===== src/hw/rtl/fpts_pkg.sv =====
// Package for the fixed-priority tick scheduler: widths, register indexes,
// reset values and the per-task status struct shared by all modules.
// No dependencies.
`default_nettype none

package fpts_pkg;

	localparam int unsigned MAX_TASKS  = 3;
	localparam int unsigned PRIO_W     = 7;
	localparam int unsigned PERIOD_W   = 16;
	localparam int unsigned IDX_W      = 2;
	localparam int unsigned LED_W      = 3;
	localparam int unsigned CFG_IDX_W  = 3;
	localparam int unsigned CFG_DATA_W = 16;

	localparam logic [PRIO_W-1:0] PRIO_LIMIT = 7'd99;

	localparam logic [CFG_IDX_W-1:0] REG_PRIO0   = 3'd0;
	localparam logic [CFG_IDX_W-1:0] REG_PERIOD0 = 3'd3;

	localparam logic [PRIO_W-1:0]   PRIO_RESET   [MAX_TASKS] = '{7'd2, 7'd3, 7'd4};
	localparam logic [PERIOD_W-1:0] PERIOD_RESET [MAX_TASKS] = '{16'd8, 16'd12, 16'd16};

	typedef struct packed {
		logic              eligible;
		logic [PRIO_W-1:0] prio;
		logic [PRIO_W-1:0] budget;
	} lane_t;

	typedef struct packed {
		logic             valid;
		logic [IDX_W-1:0] index;
	} sel_t;

endpackage

`default_nettype wire


===== src/hw/rtl/fpts_task_lane.sv =====
// One task of the scheduler: priority and period registers, budget and phase.
// Depends on fpts_pkg.
`default_nettype none

module fpts_task_lane #(
	parameter int unsigned TASK_ID = 0
) (
	input  wire logic                            clk,
	input  wire logic                            arst_n,
	input  wire logic                            prio_we,
	input  wire logic                            period_we,
	input  wire logic [fpts_pkg::CFG_DATA_W-1:0] cfg_data,
	input  wire logic                            advance,
	input  wire logic                            win,
	output fpts_pkg::lane_t                      status
);
	import fpts_pkg::*;

	logic [PRIO_W-1:0]   prio_q;
	logic [PERIOD_W-1:0] period_q;
	logic [PRIO_W-1:0]   budget_q;
	logic [PERIOD_W-1:0] phase_q;
	logic [PRIO_W-1:0]   eff_budget;
	logic [PERIOD_W:0]   phase_inc;
	logic [PERIOD_W-1:0] phase_next;

	assign eff_budget = (phase_q == '0) ? prio_q : budget_q;
	assign phase_inc  = {1'b0, phase_q} + {{PERIOD_W{1'b0}}, 1'b1};
	assign phase_next = (phase_inc >= {1'b0, period_q}) ? '0 : phase_inc[PERIOD_W-1:0];

	assign status.eligible = (eff_budget != '0) && (prio_q < PRIO_LIMIT);
	assign status.prio     = prio_q;
	assign status.budget   = eff_budget;

	always_ff @(posedge clk or negedge arst_n) begin
		if (!arst_n) begin
			prio_q   <= PRIO_RESET[TASK_ID];
			period_q <= PERIOD_RESET[TASK_ID];
			budget_q <= '0;
			phase_q  <= '0;
		end else begin
			if (prio_we) begin
				prio_q <= cfg_data[PRIO_W-1:0];
			end
			if (period_we) begin
				period_q <= cfg_data[PERIOD_W-1:0];
			end
			if (advance) begin
				budget_q <= win ? (eff_budget - {{(PRIO_W-1){1'b0}}, 1'b1}) : eff_budget;
				phase_q  <= phase_next;
			end
		end
	end

endmodule

`default_nettype wire


===== src/hw/rtl/fpts_select.sv =====
// Picks the eligible task with the lowest priority value, lower index on ties.
// Depends on fpts_pkg.
`default_nettype none

module fpts_select #(
	parameter int unsigned NUM_TASKS = 3
) (
	input  fpts_pkg::lane_t [NUM_TASKS-1:0] lanes,
	output fpts_pkg::sel_t                  sel
);
	import fpts_pkg::*;

	always_comb begin
		logic [PRIO_W-1:0] best;
		best      = PRIO_LIMIT;
		sel.valid = 1'b0;
		sel.index = '0;
		for (int i = 0; i < NUM_TASKS; i++) begin
			if (lanes[i].eligible && (lanes[i].prio < best)) begin
				best      = lanes[i].prio;
				sel.valid = 1'b1;
				sel.index = IDX_W'(i);
			end
		end
	end

endmodule

`default_nettype wire


===== src/hw/rtl/fixed_priority_tick_scheduler_core.sv =====
// Fixed-priority tick scheduler, top level. Depends on fpts_pkg,
// fpts_task_lane and fpts_select.
// A tick request is accepted into the input register and then written to the result register.
// Throughput: one request per cycle while in_stall is low; the input register holds
// one more request while a result is stalled. Requests with tick low give no result.
// Reset clears budgets, phases and the input and output valid flags and loads the default registers.
`default_nettype none

module fixed_priority_tick_scheduler_core #(
	parameter int unsigned NUM_TASKS = 3
) (
	input  wire logic                            clk,
	input  wire logic                            arst_n,
	input  wire logic                            cfg_we,
	input  wire logic [fpts_pkg::CFG_IDX_W-1:0]  cfg_index,
	input  wire logic [fpts_pkg::CFG_DATA_W-1:0] cfg_data,
	input  wire logic                            in_valid,
	output logic                                 in_stall,
	input  wire logic                            tick,
	output logic                                 out_valid,
	input  wire logic                            out_stall,
	output logic                                 task_valid,
	output logic [fpts_pkg::IDX_W-1:0]           task_index,
	output logic [fpts_pkg::LED_W-1:0]           led_onehot,
	output logic [fpts_pkg::PRIO_W-1:0]          budget_left
);
	import fpts_pkg::*;

	logic                    valid_s1;
	logic                    tick_s1;
	logic                    advance;
	logic                    step;
	lane_t [NUM_TASKS-1:0]   lanes;
	sel_t                    sel;
	logic [PRIO_W-1:0]       budget_new;
	logic                    out_valid_q;
	logic                    task_valid_q;
	logic [IDX_W-1:0]        task_index_q;
	logic [LED_W-1:0]        led_onehot_q;
	logic [PRIO_W-1:0]       budget_left_q;

	assign advance  = valid_s1 && (!tick_s1 || !out_valid_q || !out_stall);
	assign step     = advance && tick_s1;
	assign in_stall = valid_s1 && !advance;

	always_ff @(posedge clk or negedge arst_n) begin
		if (!arst_n) begin
			valid_s1 <= 1'b0;
		end else if (in_valid && !in_stall) begin
			valid_s1 <= 1'b1;
		end else if (advance) begin
			valid_s1 <= 1'b0;
		end
	end

	always_ff @(posedge clk) begin
		if (in_valid && !in_stall) begin
			tick_s1 <= tick;
		end
	end

	for (genvar g = 0; g < NUM_TASKS; g++) begin : g_lane
		fpts_task_lane #(
			.TASK_ID(g)
		) u_lane (
			.clk       (clk),
			.arst_n    (arst_n),
			.prio_we   (cfg_we && (cfg_index == CFG_IDX_W'(REG_PRIO0 + g))),
			.period_we (cfg_we && (cfg_index == CFG_IDX_W'(REG_PERIOD0 + g))),
			.cfg_data  (cfg_data),
			.advance   (step),
			.win       (sel.valid && (sel.index == IDX_W'(g))),
			.status    (lanes[g])
		);
	end

	fpts_select #(
		.NUM_TASKS(NUM_TASKS)
	) u_select (
		.lanes (lanes),
		.sel   (sel)
	);

	always_comb begin
		budget_new = '0;
		for (int i = 0; i < NUM_TASKS; i++) begin
			if (sel.valid && (sel.index == IDX_W'(i))) begin
				budget_new = lanes[i].budget - {{(PRIO_W-1){1'b0}}, 1'b1};
			end
		end
	end

	always_ff @(posedge clk or negedge arst_n) begin
		if (!arst_n) begin
			out_valid_q <= 1'b0;
		end else if (step) begin
			out_valid_q <= 1'b1;
		end else if (!out_stall) begin
			out_valid_q <= 1'b0;
		end
	end

	always_ff @(posedge clk) begin
		if (step) begin
			task_valid_q  <= sel.valid;
			task_index_q  <= sel.valid ? sel.index : '0;
			led_onehot_q  <= sel.valid ? (LED_W'(1) << sel.index) : '0;
			budget_left_q <= budget_new;
		end
	end

	assign out_valid   = out_valid_q;
	assign task_valid  = task_valid_q;
	assign task_index  = task_index_q;
	assign led_onehot  = led_onehot_q;
	assign budget_left = budget_left_q;

endmodule

`default_nettype wire

===== config.mk =====
export PLATFORM = sky130hd
export DESIGN_NAME = fixed_priority_tick_scheduler_core
export DESIGN_NICKNAME = d
export VERILOG_FILES = /design/src/hw/rtl/fpts_pkg.sv /design/src/hw/rtl/fpts_task_lane.sv /design/src/hw/rtl/fpts_select.sv /design/src/hw/rtl/fixed_priority_tick_scheduler_core.sv
export SDC_FILE = /design/constraint.sdc
export NUM_CORES = 1
export LEC_CHECK = 0
export BUFFER_PORTS_ARGS = -buffer_cell sky130_fd_sc_hd__buf_4
export CAP_MARGIN = 20
export CORE_MARGIN = 3
export CORE_UTILIZATION = 25
export CTS_CLUSTER_DIAMETER = 40
export CTS_CLUSTER_SIZE = 14
export DETAILED_ROUTE_END_ITERATION = 7
export GPL_ROUTABILITY_DRIVEN = 0
export PLACE_DENSITY = 0.46
export SETUP_SLACK_MARGIN = 0.3
export SLEW_MARGIN = 20
export SYNTH_ARGS = -nofsm -noshare
export SYNTH_HDL_FRONTEND = slang
export SYNTH_SLANG_ARGS = --single-unit

===== constraint.sdc =====
create_clock -name clk -period 11.56 [get_ports clk]
set_input_delay 3.468 -clock clk [delete_from_list [all_inputs] [get_ports clk]]
set_output_delay 3.468 -clock clk [all_outputs]
set_load 0.02 [all_outputs]

==> results by group, run 1 <==
Worst setup path
  – WS Path Type: register to register
  – Launching point of the worst reg2reg path: g_lane[0].u_lane.phase_q[0]
  – Worst path max stage delay: 0.72 ns
  – Reg-to-reg setup timing slack: roughly 3.7 ns
  – Critical-path maximum fanout: 26
  – CP startpoint: g_lane[0].u_lane.phase_q[0]
  – Critical Path Sink Type: register
  – Top cell by count, worst path: a21oi_1
  – CP max-delay cell: nor3_2
  – Critical Path RT: 11.88 ns
  – Worst EP arrival: 8.23 ns
  – Worst Setup Start Kind: register

GRT
  – Initial antenna violation count: 0
  – Largest net degree at the start of global routing: 82
  – GRT Total Usage: 0.127
  – Vias in the first global route: between 7,000 and 8,000
  – First-pass GRT wire length: 41.4 mm
  – Overflow after GRT: 0

Clocking
  – H-tree levels: 4
  – # clock sinks: 154
  – Maximum clock path buffer count: 2
  – CTS Buf Count: 17
  – PostCTS Resize Cnt: 0
  – Worst-path clk slew: about 0.06 ns
  – Post-CTS Hold Fix Bufs: 0
  – TritonCTS clock tree: built
  – Clock Latency Late Sink: approximately 0.44 ns
  – CTS root buf: clkbuf_16
  – Post-CTS Setup Inserts: 0

Floorplan
  – I/O pins: 40
  – Std cell rows: 71
  – Die Wd: 204 µm
  – Die area: 0.0414 mm²
  – CORE AREA: 0.0380 mm²
  – Starting Density: 0.257
  – Die Span Y: 204 µm

Drt
  – Final ANT Viol Nets: 0
  – DRT Pass-1 Iters: 5
  – Drt drc: 0
  – WL/cell: around 16 µm
  – Vias: around 7,600
  – Initial DRC Count: 411
  – Routed WL: 25.4 mm
  – Vias per inst: around 4.8

Placed design
  – I/O Buffers: 39
  – DP HPWL: 18.5 mm
  – DP Worst Slack: 3.76 ns

Layout
  – Final nets: 1,143
  – Most frequent cells in the layout: dfrtp_1, nand2_1, inv_1
  – Fin util: 0.293
  – Most common cell after layout, fill and taps aside: dfrtp_1
  – Layout cell share with drive strength beyond 1: 0.162
  – N_diodes: 0
  – Layout overhead on the synthesized area: 14.4%

STA
  – Least-Margin Pin Slew: 0.892 ns
  – Setup violations, final: 0
  – Clk_skew: 0.0115 ns
  – Hold Vio Cnt, Final: 0
  – Period utilisation layout: 0.684
  – Fmax: approximately 130 MHz
  – Min cycle time layout: slightly below 8 ns
  – RSZ-0062 raised after global routing: no
  – Post-route setup TNS: 0 ns
  – Slew Limit Headroom: 0.402
  – Final max-slew violation count: 0
  – Final setup margin: about 3.7 ns

Synth
  – Share of the synthesized area in the top cell type: 0.339
  – Seq/Total Area, Yosys: 0.403
  – Syn. warnings: 0
  – Mapped Area: 0.00975 mm²
  – Asr flop ratio synth: 0.909
  – Yosys cell types: 76
  – Syn Nets: 1,115
  – Post-Syn Area per Cell: 9.56 µm²
  – EDFF count, synth: 14
  – Dominant synthesized flop cell: dfrtp_1
  – Synth Instances: 1,020
  – Top cells by area, synth: dfrtp_1, ha_1, mux2_2, nand2_1, edfxtp_1
  – Number of synthesized register bits: about 150
  – Top cell type by total area after synthesis: dfrtp_1

Power
  – P_leak: between 0.005 and 0.006 µW
  – Pwr/cell area: 218 mW/mm²
  – Max VDD drop: 0.109 mV

Worst hold path
  – Hold Startpoint: g_lane[0].u_lane.period_q[9]
  – Worst hold path type: register to register

Run
  – Max Cap Viol: 0

Status
  – Status: complete, no violations
==> worst max-delay path, delay by kind of cell (launching register included) <==
| family | cells | cell delay [ns] |
|---|---|---|
| adders and majority gates | 4 | 1.00 |
| muxes | 2 | 0.69 |
| AOI/OAI and AO/OA | 10 | 2.00 |
| and+or+nand+nor | 8 | 3.53 |
| buffers and inverters | 1 | 0.08 |
| DFF | 1 | 0.44 |
==> routing by layer <==
metal / GRT usage / part of all wire
met5: 0 / 0
met4: 0.0361 / 0.012
met3: 0.0278 / 0.036
met2: 0.197 / 0.44
met1: 0.178 / 0.51
==> cell type report <==
| cell class | count | area, µm² |
|---|---|---|
| repair buffers | 52 | 398 |
| well taps | 511 | 639 |
| clock inverters | 9 | 73.8 |
| inverters | 73 | 274 |
| multi-input cells | 750 | 5370 |
| fillers | 4063 | 26900 |
| flip-flops and latches | 154 | 3930 |
| clock buffers | 23 | 468 |
==> registers in the layout, indices dropped and copies added (netlist names) <==
signal                  cells
budget_left                 7
g_lane.u_lane.budget_q     21
g_lane.u_lane.period_q     48
g_lane.u_lane.phase_q      48
g_lane.u_lane.prio_q       21
led_onehot                  3
out_valid                   1
task_index                  2
task_valid                  1
tick_s1                     1
valid_s1                    1
==> worst paths after layout <==
kind	to	cells past startpoint
worst max-delay path	g_lane[1].u_lane.budget_q[3]	25
worst min-delay path	g_lane[0].u_lane.period_q[9]	1
worst max register to register	g_lane[1].u_lane.budget_q[3]	25
worst min register to register	g_lane[0].u_lane.period_q[9]	1
max in group asynchronous	g_lane[1].u_lane.phase_q[8]	2
min in group asynchronous	g_lane[2].u_lane.budget_q[1]	1
==> cells by family (layout without fill, tap and decap cells) <==
| kind of cell | after synthesis | count (layout) | synth area share |
|---|---|---|---|
| xor+xnor | 47 | 47 | 0.0422 |
| mux | 81 | 81 | 0.0915 |
| simple gates | 333 | 333 | 0.173 |
| compound gates | 219 | 219 | 0.152 |
| fa+ha+maj | 70 | 70 | 0.0898 |
| flops | 154 | 154 | 0.403 |
| buf+inv | 116 | 157 | 0.0484 |
==> stage by stage <==
stage          hold WS, ns  cells  cell area (µm²)  power [µW]
2_1_floorplan        0.470   1020             9750        1600
3_3_place_gp         0.489   1539            10600        1900
3_5_place_dp         0.494   1539            10600        1910
4_1_cts              0.508   1571            11100        2450
5_1_grt              0.518   1572            11200        2630
6_report             0.502   1572            11200        2430
==> cell usage after synthesis (5+ instances only) <==
cell / n
a211oi_1: 13
a21o_1: 16
a21oi_1: 40
a31oi_1: 8
a32o_1: 17
and3_1: 19
buf_2: 5
clkbuf_1: 30
dfrtp_1: 132
dfstp_2: 8
edfxtp_1: 14
ha_1: 70
inv_1: 73
mux2_2: 55
mux2i_1: 25
nand2_1: 117
nand2b_1: 10
nand3_1: 30
nand4_1: 13
nor2_1: 40
nor2b_1: 17
nor3_1: 28
nor4_1: 15
o211ai_1: 9
o21a_1: 9
o21ai_0: 62
or2_2: 9
xnor2_1: 28
xor2_1: 19
==> where the power goes <==
group	internal [µW]	switching (µW)	leakage [µW]	total, µW
sequential	694	132	0.00188	826
clock	305	228	0.000271	533
combinational	443	628	0.00294	1070
Power figures use the tool's default switching activity.
==> run 2, diff against run 1 <==
--- a/config.mk
+++ b/config.mk
@@ -5,6 +5,7 @@
 export SDC_FILE = /design/constraint.sdc
 export NUM_CORES = 1
 export LEC_CHECK = 0
+export ABC_AREA = 1
 export BUFFER_PORTS_ARGS = -buffer_cell sky130_fd_sc_hd__buf_4
 export CAP_MARGIN = 20
 export CORE_MARGIN = 3
==> constraint.sdc (replaced) <==
create_clock -name clk -period 7.4 [get_ports clk]
set_input_delay 2.22 -clock clk [delete_from_list [all_inputs] [get_ports clk]]
set_output_delay 2.22 -clock clk [all_outputs]
set_load 0.02 [all_outputs]
==> results by group, run 2 <==
Floorplan
  – Die area: between 0.04 and 0.05 mm²
  – Die Wd: between 200 and 250 µm
  – Starting Density: 0.255
  – Std cell rows: 71
  – Die Span Y: 203 µm
  – I/O pins: 40
  – CORE AREA: 0.0378 mm²

Worst setup path
  – WS Path Type: register to register
  – Delay-heaviest family, CP: simple AND/OR/NAND/NOR gates
  – Critical Path RT: 7.58 ns
  – Critical-path maximum fanout: 26
  – Worst EP arrival: 5.55 ns
  – Critical path buffers and inverters: 5
  – Critical Path Sink Type: register
  – CP max-delay cell: dfrtp_1
  – Worst Setup Start Kind: register
  – Worst path max stage delay: 0.40 ns

Clocking
  – Maximum clock path buffer count: 2
  – Clock Latency Late Sink: 0.43 ns
  – Post-CTS Hold Fix Bufs: 0
  – TritonCTS clock tree: built
  – H-tree levels: 4
  – CTS root buf: clkbuf_16
  – CTS Buf Count: 17
  – # clock sinks: 154
  – Worst-path clk slew: 0.07 ns
  – Post-CTS Setup Inserts: 0
  – PostCTS Resize Cnt: 0

STA
  – Final setup margin: 2.03 ns
  – Final max-slew violation count: 0
  – Least-Margin Pin Slew: around 1.0 ns
  – WHS: 0.482 ns
  – RSZ-0062 raised after global routing: no
  – Clk_skew: 0.0124 ns
  – Setup violations, final: 0
  – Slew Limit Headroom: 0.331
  – Fmax: ~190 MHz
  – Min cycle time layout: between 5 and 6 ns
  – Post-route setup TNS: 0 ns
  – Period utilisation layout: 0.726
  – Hold Vio Cnt, Final: 0

Synth
  – Top cell type by total area after synthesis: dfrtp_1
  – Post-Syn Area per Cell: 7.93 µm²
  – Synth Instances: 1,217
  – Most frequent cells after synthesis: nand2_1, inv_1, dfrtp_1
  – Yosys cell types: 55
  – Share of the synthesized area in the top cell type: 0.342
  – Asr flop ratio synth: 0.909
  – Syn Nets: between 1,000 and 1,500
  – Seq/Total Area, Yosys: 0.407
  – Syn. warnings: 0
  – Dominant synthesized flop cell: dfrtp_1
  – EDFF count, synth: 14
  – Number of synthesized register bits: 154
  – Top cells by area, synth: dfrtp_1, nand2_1, ha_1, inv_1, o21ai_0
  – Mapped Area: 0.00965 mm²
  – Most common cell in the synthesized netlist: nand2_1

Layout
  – Design area: 0.0110 mm²
  – Area of the multi-input gates: 0.00477 mm²
  – Most common cell after layout, fill and taps aside: nand2_1
  – Layout overhead on the synthesized area: 14.0%
  – Fillers: 4,182
  – Layout cell share with drive strength beyond 1: 0.127
  – Storage cell area: just under 0.004 mm²
  – N_diodes: 0
  – Most frequent cells in the layout: nand2_1, inv_1, dfrtp_1
  – Largest registers: g_lane.u_lane.period_q (48), g_lane.u_lane.phase_q (48)
  – Final nets: between 1,000 and 1,500

Worst hold path
  – Worst hold path type: register to register

Placed design
  – DP HPWL: 17.8 mm
  – DP Worst Slack: about 2.0 ns
  – DP Area: 0.0104 mm²
  – I/O Buffers: 39

Power
  – P_leak: between 0.005 and 0.006 µW
  – Pwr/cell area: 373 mW/mm²
  – Max VDD drop: 0.188 mV

Status
  – Status: complete, no violations

GRT
  – First-pass GRT wire length: 40.2 mm
  – Vias in the first global route: 7,546
  – Initial antenna violation count: 0
  – Largest net degree at the start of global routing: 89
  – GRT Total Usage: 0.122
  – Overflow after GRT: 0

Drt
  – Vias per inst: between 4 and 5
  – WL/cell: 13.6 µm
  – Routed WL: 24.1 mm
  – Final ANT Viol Nets: 0
  – Vias: about 7,700
  – DRT Pass-1 Iters: 4
  – Initial DRC Count: 299
  – Drt drc: 0

Run
  – Max Cap Viol: 0
run 2: changes by cell type in the layout (fill, tap and decap cells not counted), sizes merged, moves of 16 or more:
| cell | previous run | this run |
|---|---|---|
| xor2 | 19 | 43 |
| xnor2 | 28 | 4 |
| nand3 | 30 | 101 |
| inv | 74 | 203 |
| and3 | 19 | 0 |
| nand2 | 117 | 307 |
| mux2i | 26 | 0 |
| o21ai | 64 | 150 |
| mux2 | 55 | 0 |
| nor2 | 41 | 63 |
| a32o | 17 | 0 |
| a21o | 16 | 0 |
| nor2b | 17 | 0 |
run 2: path summary, 6_finish.rpt:
path,from,endpoint,slack [ns],depth (start not counted)
min,g_lane[1].u_lane.budget_q[1],g_lane[1].u_lane.budget_q[1],0.48,2
min in group asynchronous,arst_n,g_lane[2].u_lane.budget_q[3],1.85,1
min reg2reg,g_lane[1].u_lane.budget_q[1],g_lane[1].u_lane.budget_q[1],0.48,2
max reg2reg,g_lane[0].u_lane.phase_q[0],budget_left[0],2.03,36
max in group asynchronous,arst_n,g_lane[1].u_lane.phase_q[4],4.28,2
max,g_lane[0].u_lane.phase_q[0],budget_left[0],2.03,36
run 2: layout make-up:
| type | count | share of cell area |
|---|---|---|
| repair buffers | 43 | 0.0297 |
| multi-input cells | 826 | 0.434 |
| flip-flops and latches | 154 | 0.358 |
| clock inverters | 13 | 0.0107 |
| inverters | 202 | 0.0690 |
| clock buffers | 19 | 0.0412 |
| well taps | 511 | 0.0581 |
run 2: per-stage QoR:
| stage | power (µW) | util | instances |
|---|---|---|---|
| after floorplan | 2840 | - | 1217 |
| after global placement | 3270 | 0.275 | 1736 |
| after detailed placement | 3280 | 0.275 | 1736 |
| after CTS | 4170 | 0.290 | 1768 |
| after global routing | 4520 | 0.291 | 1768 |
| final | 4110 | 0.291 | 1768 |
run 2: metal layers:
| metal | share of wire | vias up | track usage |
|---|---|---|---|
| li1 | - | 3981 | - |
| met1 | 0.51 | 3583 | 0.170 |
| met2 | 0.45 | 91 | 0.194 |
| met3 | 0.033 | 15 | 0.0266 |
| met4 | 0.012 | 0 | 0.0247 |
| met5 | 0 | - | 0 |
run 2: kinds of logic (layout without fill, tap and decap cells):
kind of cell / after synthesis / count (layout) / share of synthesized area
fa+ha+maj: 70 / 70 / 0.0907
compound gates: 193 / 193 / 0.108
simple gates: 516 / 516 / 0.249
buf+inv: 237 / 277 / 0.102
flops: 154 / 154 / 0.407
xor+xnor: 47 / 47 / 0.0426
run 2: worst reg2reg max path, delay by kind of cell, from the launching register on:
family | cells | cell delay (ns)
adders and majority gates | 5 | 1.10
AOI/OAI and AO/OA | 8 | 1.22
DFF | 1 | 0.40
buffers and inverters | 5 | 0.43
and+or+nand+nor | 18 | 1.98
run 2: where the power goes:
part           leakage (µW)  internal (µW)  switching (µW)
Combinational       0.00336            710            1330
Clock              0.000268            482             379
Sequential          0.00193           1090             118
Total               0.00555           2280            1830
